[config.mk]
export PLATFORM = sky130hd
export DESIGN_NAME = tccg_seq
export DESIGN_NICKNAME = d
export VERILOG_FILES = /design/src/hw/rtl/tccg_pkg.sv /design/src/hw/rtl/tccg_seq.sv
export SDC_FILE = /design/constraint.sdc
export NUM_CORES = 1
export LEC_CHECK = 0
export ABC_AREA = 0
export CORE_ASPECT_RATIO = 0.7
export CORE_MARGIN = 2
export CORE_UTILIZATION = 53
export DETAILED_ROUTE_END_ITERATION = 10
export DONT_BUFFER_PORTS = 1
export GPL_ROUTABILITY_DRIVEN = 0
export PLACE_DENSITY = 0.67
export SLEW_MARGIN = 15
export SYNTH_ARGS = -nofsm -noshare
export SYNTH_HDL_FRONTEND = slang
export SYNTH_SLANG_ARGS = --single-unit
[constraint.sdc]
create_clock -name i_clk -period 4.9 [get_ports i_clk]
set_clock_uncertainty 0.05 [all_clocks]
set_input_delay 0.735 -clock i_clk [delete_from_list [all_inputs] [get_ports i_clk]]
set_output_delay 0.735 -clock i_clk [all_outputs]
set_load 0.03 [all_outputs]
[src/hw/rtl/tccg_pkg.sv]
// -----------------------------------------------------------------------------
// Text console cursor grid package
// Shared constants, codes and interface types of the text console grid.
// -----------------------------------------------------------------------------
package tccg_pkg;

    localparam int MAX_COLUMNS_DEF     = 256;
    localparam int MAX_ROWS_STORED_DEF = 128;

    localparam logic [7:0] SPACE_CHAR = 8'h20;
    localparam logic [7:0] RESET_ATTR = 8'h07;
    localparam int         TAB_STOP   = 8;

    localparam logic [7:0] CH_BS  = 8'd8;
    localparam logic [7:0] CH_TAB = 8'd9;
    localparam logic [7:0] CH_LF  = 8'd10;
    localparam logic [7:0] CH_CR  = 8'd13;

    localparam logic [3:0] FG_RESET   = 4'd7;
    localparam logic [3:0] BG_RESET   = 4'd0;
    localparam logic [8:0] COLS_RESET = 9'd80;
    localparam logic [7:0] ROWS_RESET = 8'd25;

    typedef enum logic [1:0] {
        ACT_PUT   = 2'd0,
        ACT_READ  = 2'd1,
        ACT_CLEAR = 2'd2,
        ACT_NOP   = 2'd3
    } t_action;

    typedef enum logic [1:0] {
        CFG_FG   = 2'd0,
        CFG_BG   = 2'd1,
        CFG_COLS = 2'd2,
        CFG_ROWS = 2'd3
    } t_cfg_idx;

    typedef struct packed {
        logic [7:0] rows;
        logic [8:0] cols;
        logic [7:0] attr;
    } t_geom;

    typedef struct packed {
        logic re;
        logic we_char;
        logic we_attr;
    } t_mem_ctl;

endpackage

[src/hw/rtl/tccg_seq.sv]
// -----------------------------------------------------------------------------
// Text console sequencer
// Cursor registers and the state machine that walks the cell store for puts,
// reads, scrolls, clears and the power-up fill.
// -----------------------------------------------------------------------------
module tccg_seq #(
    parameter int MAX_COLUMNS     = tccg_pkg::MAX_COLUMNS_DEF,
    parameter int MAX_ROWS_STORED = tccg_pkg::MAX_ROWS_STORED_DEF
) (
    input  logic                i_clk,
    input  logic                i_rst_n,
    input  logic                i_start,
    output logic                o_busy,
    input  logic [1:0]          i_action,
    input  logic [7:0]          i_char_code,
    input  logic [6:0]          i_read_row,
    input  logic [7:0]          i_read_col,
    input  tccg_pkg::t_geom     i_geom,
    output tccg_pkg::t_mem_ctl  o_mem_ctl,
    output logic [$clog2(MAX_ROWS_STORED)+$clog2(MAX_COLUMNS)-1:0] o_waddr,
    output logic [$clog2(MAX_ROWS_STORED)+$clog2(MAX_COLUMNS)-1:0] o_raddr,
    output logic [7:0]          o_wchar,
    output logic [7:0]          o_wattr,
    input  logic [7:0]          i_rchar,
    input  logic [7:0]          i_rattr,
    output logic                o_result_valid,
    output logic [6:0]          o_cursor_row,
    output logic [8:0]          o_cursor_col,
    output logic                o_scrolled,
    output logic [7:0]          o_cell_char,
    output logic [7:0]          o_cell_attr
);
    import tccg_pkg::*;

    localparam int CW = $clog2(MAX_COLUMNS);
    localparam int RW = $clog2(MAX_ROWS_STORED);
    localparam int AW = RW + CW;

    typedef enum logic [6:0] {
        S_INIT = 7'b000_0001,
        S_IDLE = 7'b000_0010,
        S_PUT  = 7'b000_0100,
        S_SCRL = 7'b000_1000,
        S_SFIL = 7'b001_0000,
        S_CLR  = 7'b010_0000,
        S_RDW  = 7'b100_0000
    } t_state;

    function automatic logic [AW-1:0] cell_addr(input logic [6:0] row, input logic [8:0] col);
        cell_addr = {row[RW-1:0], col[CW-1:0]};
    endfunction

    t_state        r_state, n_state;
    logic [6:0]    r_row, n_row;
    logic [8:0]    r_col, n_col;
    logic [7:0]    r_char, n_char;
    logic          r_scr, n_scr;
    logic [6:0]    r_y, n_y;
    logic [8:0]    r_x, n_x;
    logic [AW-1:0] r_ia, n_ia;
    logic          r_cv, n_cv;
    logic [6:0]    r_cy, n_cy;
    logic [8:0]    r_cx, n_cx;
    logic          r_ovalid;
    logic [6:0]    r_orow;
    logic [8:0]    r_ocol;
    logic          r_oscr;
    logic [7:0]    r_ochar;
    logic [7:0]    r_oattr;

    logic          fin;
    logic          go_scroll;
    logic [7:0]    cc;
    logic [7:0]    ca;
    logic [6:0]    rows_m1;
    logic          last_row;
    logic          col_full;
    logic [8:0]    col_p1;
    logic          x_last;
    logic          y_last;
    logic [7:0]    put_code;

    assign rows_m1  = 7'(i_geom.rows - 8'd1);
    assign last_row = (({1'b0, r_row} + 8'd1) >= i_geom.rows);
    assign col_full = (r_col >= i_geom.cols);
    assign col_p1   = r_col + 9'd1;
    assign x_last   = (r_x == (i_geom.cols - 9'd1));
    assign y_last   = ({1'b0, r_y} == (i_geom.rows - 8'd1));
    assign put_code = (r_char == CH_TAB) ? SPACE_CHAR : r_char;

    always_comb begin
        n_state   = r_state;
        n_row     = r_row;
        n_col     = r_col;
        n_char    = r_char;
        n_scr     = r_scr;
        n_y       = r_y;
        n_x       = r_x;
        n_ia      = r_ia;
        n_cv      = 1'b0;
        n_cy      = r_y - 7'd1;
        n_cx      = r_x;
        o_mem_ctl = '0;
        o_waddr   = cell_addr(r_row, r_col);
        o_raddr   = cell_addr(r_y, r_x);
        o_wchar   = put_code;
        o_wattr   = i_geom.attr;
        fin       = 1'b0;
        go_scroll = 1'b0;
        cc        = 8'd0;
        ca        = 8'd0;
        unique case (r_state)
            S_INIT: begin
                o_mem_ctl.we_char = 1'b1;
                o_mem_ctl.we_attr = 1'b1;
                o_waddr           = r_ia;
                o_wchar           = SPACE_CHAR;
                o_wattr           = RESET_ATTR;
                n_ia              = r_ia + AW'(1);
                if (&r_ia) begin
                    n_state = S_IDLE;
                end
            end
            S_IDLE: begin
                if (i_start) begin
                    n_char = i_char_code;
                    n_scr  = 1'b0;
                    unique case (t_action'(i_action))
                        ACT_PUT: begin
                            n_row   = ({1'b0, r_row} >= i_geom.rows) ? rows_m1 : r_row;
                            n_col   = (r_col > i_geom.cols) ? i_geom.cols : r_col;
                            n_state = S_PUT;
                        end
                        ACT_READ: begin
                            if (({1'b0, i_read_row} < i_geom.rows) &&
                                ({1'b0, i_read_col} < i_geom.cols)) begin
                                o_mem_ctl.re = 1'b1;
                                o_raddr      = cell_addr(i_read_row, {1'b0, i_read_col});
                                n_state      = S_RDW;
                            end else begin
                                fin = 1'b1;
                            end
                        end
                        ACT_CLEAR: begin
                            n_y     = 7'd0;
                            n_x     = 9'd0;
                            n_state = S_CLR;
                        end
                        ACT_NOP: begin
                            fin = 1'b1;
                        end
                    endcase
                end
            end
            S_PUT: begin
                unique case (r_char)
                    CH_LF: begin
                        n_col = 9'd0;
                        if (!last_row) begin
                            n_row = r_row + 7'd1;
                            fin   = 1'b1;
                        end else begin
                            go_scroll = 1'b1;
                        end
                    end
                    CH_CR: begin
                        n_col = 9'd0;
                        fin   = 1'b1;
                    end
                    CH_BS: begin
                        if (r_col != 9'd0) begin
                            n_col             = r_col - 9'd1;
                            o_mem_ctl.we_char = 1'b1;
                            o_waddr           = cell_addr(r_row, r_col - 9'd1);
                            o_wchar           = SPACE_CHAR;
                        end
                        fin = 1'b1;
                    end
                    default: begin
                        if (col_full) begin
                            n_col = 9'd0;
                            if (!last_row) begin
                                n_row = r_row + 7'd1;
                            end else begin
                                go_scroll = 1'b1;
                            end
                        end else begin
                            o_mem_ctl.we_char = 1'b1;
                            o_mem_ctl.we_attr = 1'b1;
                            n_col             = col_p1;
                            if ((r_char != CH_TAB) ||
                                ((col_p1 & 9'(TAB_STOP - 1)) == 9'd0) ||
                                (col_p1 >= i_geom.cols)) begin
                                fin = 1'b1;
                            end
                        end
                    end
                endcase
            end
            S_SCRL: begin
                o_mem_ctl.re = 1'b1;
                n_cv         = 1'b1;
                if (x_last) begin
                    n_x = 9'd0;
                    if (y_last) begin
                        n_state = S_SFIL;
                    end else begin
                        n_y = r_y + 7'd1;
                    end
                end else begin
                    n_x = r_x + 9'd1;
                end
            end
            S_SFIL: begin
                if (!r_cv) begin
                    o_mem_ctl.we_char = 1'b1;
                    o_mem_ctl.we_attr = 1'b1;
                    o_waddr           = cell_addr(rows_m1, r_x);
                    o_wchar           = SPACE_CHAR;
                    if (x_last) begin
                        if (r_char == CH_LF) begin
                            fin = 1'b1;
                        end else begin
                            n_state = S_PUT;
                        end
                    end else begin
                        n_x = r_x + 9'd1;
                    end
                end
            end
            S_CLR: begin
                o_mem_ctl.we_char = 1'b1;
                o_mem_ctl.we_attr = 1'b1;
                o_waddr           = cell_addr(r_y, r_x);
                o_wchar           = SPACE_CHAR;
                if (x_last) begin
                    n_x = 9'd0;
                    if (y_last) begin
                        n_row = 7'd0;
                        n_col = 9'd0;
                        fin   = 1'b1;
                    end else begin
                        n_y = r_y + 7'd1;
                    end
                end else begin
                    n_x = r_x + 9'd1;
                end
            end
            S_RDW: begin
                cc  = i_rchar;
                ca  = i_rattr;
                fin = 1'b1;
            end
            default: begin
                n_state = S_IDLE;
            end
        endcase
        if (r_cv) begin
            o_mem_ctl.we_char = 1'b1;
            o_mem_ctl.we_attr = 1'b1;
            o_waddr           = cell_addr(r_cy, r_cx);
            o_wchar           = i_rchar;
            o_wattr           = i_rattr;
        end
        if (go_scroll) begin
            n_scr   = 1'b1;
            n_x     = 9'd0;
            n_y     = 7'd1;
            n_state = (i_geom.rows == 8'd1) ? S_SFIL : S_SCRL;
        end
        if (fin) begin
            n_state = S_IDLE;
        end
    end

    always_ff @(posedge i_clk) begin
        if (!i_rst_n) begin
            r_state  <= S_INIT;
            r_ia     <= '0;
            r_row    <= 7'd0;
            r_col    <= 9'd0;
            r_cv     <= 1'b0;
            r_ovalid <= 1'b0;
        end else begin
            r_state  <= n_state;
            r_ia     <= n_ia;
            r_row    <= n_row;
            r_col    <= n_col;
            r_cv     <= n_cv;
            r_ovalid <= fin;
        end
    end

    always_ff @(posedge i_clk) begin
        r_char <= n_char;
        r_scr  <= n_scr;
        r_y    <= n_y;
        r_x    <= n_x;
        r_cy   <= n_cy;
        r_cx   <= n_cx;
        if (fin) begin
            r_orow  <= n_row;
            r_ocol  <= n_col;
            r_oscr  <= n_scr;
            r_ochar <= cc;
            r_oattr <= ca;
        end
    end

    assign o_busy         = (r_state != S_IDLE);
    assign o_result_valid = r_ovalid;
    assign o_cursor_row   = r_orow;
    assign o_cursor_col   = r_ocol;
    assign o_scrolled     = r_oscr;
    assign o_cell_char    = r_ochar;
    assign o_cell_attr    = r_oattr;

endmodule

* After elaboration in Yosys (flattened, before gate mapping)
Cells that the tools add are included.
** Word-level totals
- Register bits :: 113
- Logic and storage cells :: 190
** Operators by class
- $add $sub $neg :: 10
- Magnitude comparators :: 7
- Equal/unequal tests :: 45
- Muxes and demuxes :: 88
- Bitwise logic cells :: 1
- Reduce and logical (&&, ||, !) cells :: 21
** Operator list (number)
- 7-bit two-way mux :: 20
- 9-bit two-way mux :: 12
- 15-bit two-way mux :: 5
- 8-bit two-way mux :: 8
- 15-bit case mux with 4 select lines :: 1
- 9-bit case mux with 3 select lines :: 2
- 7-bit case mux with 3 select lines :: 2
- 7-bit case mux with 5 select lines :: 1
- 8-bit by 4-bit == test with 1-bit output, second input constant :: 4
- 4-bit != test, second input constant :: 8
- 7-bit case mux with 2 select lines :: 2
- 1-bit two-way mux :: 22
- 3-bit != test, second input constant :: 7
- 10-bit AND reduction :: 2
- 9-bit by 1-bit adder with 9-bit output, second input constant :: 2
- 9-bit greater-or-equal comparator :: 2
- 9-bit case mux with 2 select lines :: 1
- 9-bit by 1-bit subtractor with 9-bit output, second input constant :: 2
- 8-bit case mux with 2 select lines :: 1
- 15-bit by 1-bit adder with 15-bit output, second input constant :: 1
- 15-bit AND reduction :: 1
- 7-bit by 1-bit adder with 7-bit output, second input constant :: 2
- 1-bit case mux with 2 select lines :: 5
- 5-bit AND reduction :: 2
- 43 further kinds :: 57

* Longest topological paths before layout
- Depth in word-level cells :: 10
- Mapped depth :: 13
- Mapped depth without buffers :: 13

* Worst setup path before layout
No wires, ideal clock.
- Path kind :: input-to-output
- From :: in i_geom[12] (netlist bit)
- To :: out o_raddr[0]
- Data arrival time :: 3110 ps
- Slack :: 1005 ps
- Stages on the path :: 9
- Path buffers :: 2
- Cells stage by stage :: clkbuf_1 > inv_1 > ha_1 > a21o_1 > a2111oi_0 > a221oi_1 > nor3_1 > clkbuf_1 > mux2_2
** Between the ends
- Longest elaborated chain between the ends :: 6
** Ends and longest elaborated chain
- start, declared :: RTL line tccg_seq.sv:18 : input tccg_pkg::t_geom i_geom,
- 8-bit by 9-bit less-than comparator with 1-bit output :: RTL line tccg_seq.sv:136 : ({1'b0, i_read_col} < i_geom.cols)) begin
- 1-bit logical AND :: RTL line tccg_seq.sv:135 : if (({1'b0, i_read_row} < i_geom.rows) &&
- 15-bit two-way mux :: RTL line tccg_seq.sv:135
- 15-bit two-way mux :: RTL line tccg_seq.sv:128 : unique case (t_action'(i_action))
- 15-bit two-way mux :: RTL line tccg_seq.sv:125 : if (i_start) begin
- 15-bit two-way mux :: RTL line tccg_seq.sv:112 : unique case (r_state)
- end, declared :: RTL line tccg_seq.sv:21 : output logic [$clog2(MAX_ROWS_STORED)+$clog2(MAX_COLUMNS)-1:0] o_raddr,
Every way passes these cells.

* Worst setup path after layout
- From :: reg r_char[5]
- To :: out o_waddr[7]
** Between the ends
- Longest elaborated chain between the ends :: 4
** Ends and longest elaborated chain
- start, declared :: RTL line tccg_seq.sv:56 : logic [7:0] r_char, n_char;
- start signal, assigned :: RTL line tccg_seq.sv:295 : r_char <= n_char;
- 8-bit by 4-bit == test with 1-bit output
- 8-bit two-way mux :: RTL line tccg_seq.sv:156 : unique case (r_char)
- 15-bit case mux with 4 select lines :: RTL line tccg_seq.sv:112
- 15-bit two-way mux :: RTL line tccg_seq.sv:258 : if (r_cv) begin
- end, declared :: RTL line tccg_seq.sv:20 : output logic [$clog2(MAX_ROWS_STORED)+$clog2(MAX_COLUMNS)-1:0] o_waddr,
Every way passes these cells.

==> flow_summary.toml <==
[status]
status = "finished, final reports clean"

[sta]
tightest_slew_ns = 0.989
setup_viol = 0
hold_viol = 0
maxSlewViolCount = 0
fmax_mhz = 232
fin_crit_ns = 4.30
period_share_pct = 87.8
slew_headroom_pct = 33.2
setup_tns_ns = 0
fin_ws_ns = 0.598
rsz0062_at_grt = "no"

[flow_run]
maxCapViolations = 0

[cells_and_area]
utilization_pct = 60.7
most-common-layout-cells = "nand2_1 (106), nor2_1 (75), dfxtp_1 (72)"
drive_gt1_share_pct = 8.08
nNetsFinal = 1082
area_growth_pct = 11.6
layout_commonest_cell = "nand2_1"
num_antenna_cells = 0

[clocking]
postCtsHoldBufs = 0
postCtsSetupRepairBufs = 0
cts_tree = "built"
clk_pin_slew_ns = 0.05
clock-sinks = 113
numCtsBuffers = 17
root_buffer = "clkbuf_16"
cts_buffer_depth = 2
cts_resized = 0
cts_max_level = 4
clk_latency_ns = 0.42

[die]
io_pins = 153
core_um2 = 14800
initial_core_util_pct = 54.4
fp.dieW_um = 151
die_area_um2 = 16200
row_count = 37
die_h_um = 107

[synthesis]
synth_area_um2 = 8030
synth_cell_types = 78
synthCells = 953
synthFlopType = "dfxtp_1"
synth_edf_count = 41
ys_warn_count = 0
async_reset_ff_share_pct = 0
syn_nets = 1083
ys_seq_elements = 113
syn-mean-instance-area_um2 = 8.42
seq_area_frac_synth_pct = 33.3

[drt]
wire_per_inst_um = 21.7
route.detailed.drc = 0
vias = 7421
finalWirelength_mm = 25.2
post_drt_via_cell_ratio = 6.40
drtAntennaViolNets = 0
firstDrtPassIters = 6
drtIter0Drc = 927

[worst_setup_path]
path_max_fanout = 7
start_kind = "flop"
worstSetupPathType = "reg -> out"
crit_required_ns = 4.12
worstSetupEndpointType = "primary output"
arrival_ns = 3.52

[power_and_ir_drop]
p_leak_nw = 3.77
p_sw_share_pct = 34.0
power_frac_comb_pct = 26.0
vdd_drop_max_mv = 0.291
p_sw_w = 0.00118
p_int_w = 0.00230
clockPowerShare_pct = 41.4
power-per-cell-area_nw_per_um2 = 389
power_frac_seq_pct = 32.5

[global_routing]
grt_pass1_vias = 6750
grt.total_usage_pct = 31.4
overflow = 0
grt_max_degree = 34
grt_pass1_wl_mm = 38.4
antenna_found_initial = 0

[placed_design]
place.detailed.hpwl_mm = 18.9
dp_slack_ns = 1.09
port-buffer-count = 0

[worst_hold_path]
min_path_type = "in -> reg"
[final cells by class]
class / count / area, µm²
repair buffers: 22 / 165
clock buffers: 20 / 437
well taps: 195 / 244
clock inverters: 12 / 239
flip-flops and latches: 113 / 2670
fillers: 1274 / 5810
inverters: 50 / 188
multi-input cells: 748 / 5010
[through the flow]
stage	instances	cell area, µm²	hold slack (ns)	total power [W]
2_1_floorplan	953	8030	0.279	0.00179
3_3_place_gp	1128	8280	0.381	0.00203
3_5_place_dp	1128	8280	0.386	0.00203
4_1_cts	1160	8960	0.341	0.00348
5_1_grt	1160	8960	0.345	0.00362
6_report	1160	8960	0.348	0.00348
[registers in the layout, indices dropped and copies added (netlist names)]
signal and count:
n_cx 9, o_cell_attr 8, o_cell_char 8, o_cursor_col 9, o_cursor_row 7, o_result_valid 1, o_scrolled 1, r_char 8
r_col 9, r_cv 1, r_cx 8, r_cy 7, r_ia 15, r_row 7, r_scr 1, r_state 7
r_y 7
[synthesized netlist by cell type (all sizes together), types with 22 or more instances]
| library cell | instances | area [µm²] |
|---|---|---|
| xnor2 | 22 | 193 |
| nand2 | 106 | 398 |
| a21oi | 58 | 290 |
| nor2 | 75 | 282 |
| xor2 | 31 | 272 |
| edfxtp | 41 | 1230 |
| nand3 | 31 | 168 |
| dfxtp | 72 | 1440 |
| ha | 61 | 763 |
| o21ai | 64 | 320 |
| clkbuf | 38 | 143 |
| inv | 48 | 180 |
| and2 | 29 | 181 |
[cells by family (layout without fill, tap and decap cells)]
logic type | after synthesis | count (layout) | synth area share (%)
AO/OA/AOI/OAI | 258 | 258 | 21.6
XOR/XNOR | 54 | 54 | 6.06
adder cells (fa/ha/maj) | 61 | 61 | 9.51
buffers and inverters | 92 | 104 | 4.43
flip-flops | 113 | 113 | 33.3
multiplexers | 14 | 14 | 1.92
AND/OR/NAND/NOR | 361 | 361 | 23.2
[power by group through the flow]
stage,Sequential [W],Clock [W],Combinational (W)
2_1_floorplan,0.00111,0,0.000680
3_3_place_gp,0.00115,0,0.000881
3_5_place_dp,0.00115,0,0.000883
4_1_cts,0.00113,0.00146,0.000889
5_1_grt,0.00114,0.00150,0.000986
6_report,0.00113,0.00144,0.000907
[path summary, 6_finish.rpt]
kind,start,end,slack (ns),depth (start not counted)
worst max-delay path,r_char[5]$_DFFE_PP_,o_waddr[7],0.60,8
worst min register to register,n_cx[7]$_SDFFE_PP0P_,r_cx[7]$_DFF_P_,0.40,0
worst max register to register,r_row[2]$_SDFF_PN0_,o_cell_attr[6]$_SDFFCE_PN0P_,0.95,12
worst min-delay path,i_rst_n,r_state[0]$_SDFFE_PN1P_,0.35,1
[critical path: stages (launching register included)]
cell and delay [ns]:
edfxtp_1 0.40, nor4_1 0.63, nand4b_1 0.49, nor2_1 0.51, a21oi_1 0.15, a31oi_1 0.46, a221oi_1 0.10, a21oi_1 0.17
buf_4 0.19
[per-layer routing]
metal	part of all wire (%)	global-route usage [%]	vias up
met5	0	0	-
li1	-	-	3503
met1	45	44.7	3459
met2	41	45.0	423
met4	1.4	8.01	0
met3	13	11.3	36
Power figures use the tool's default switching activity.
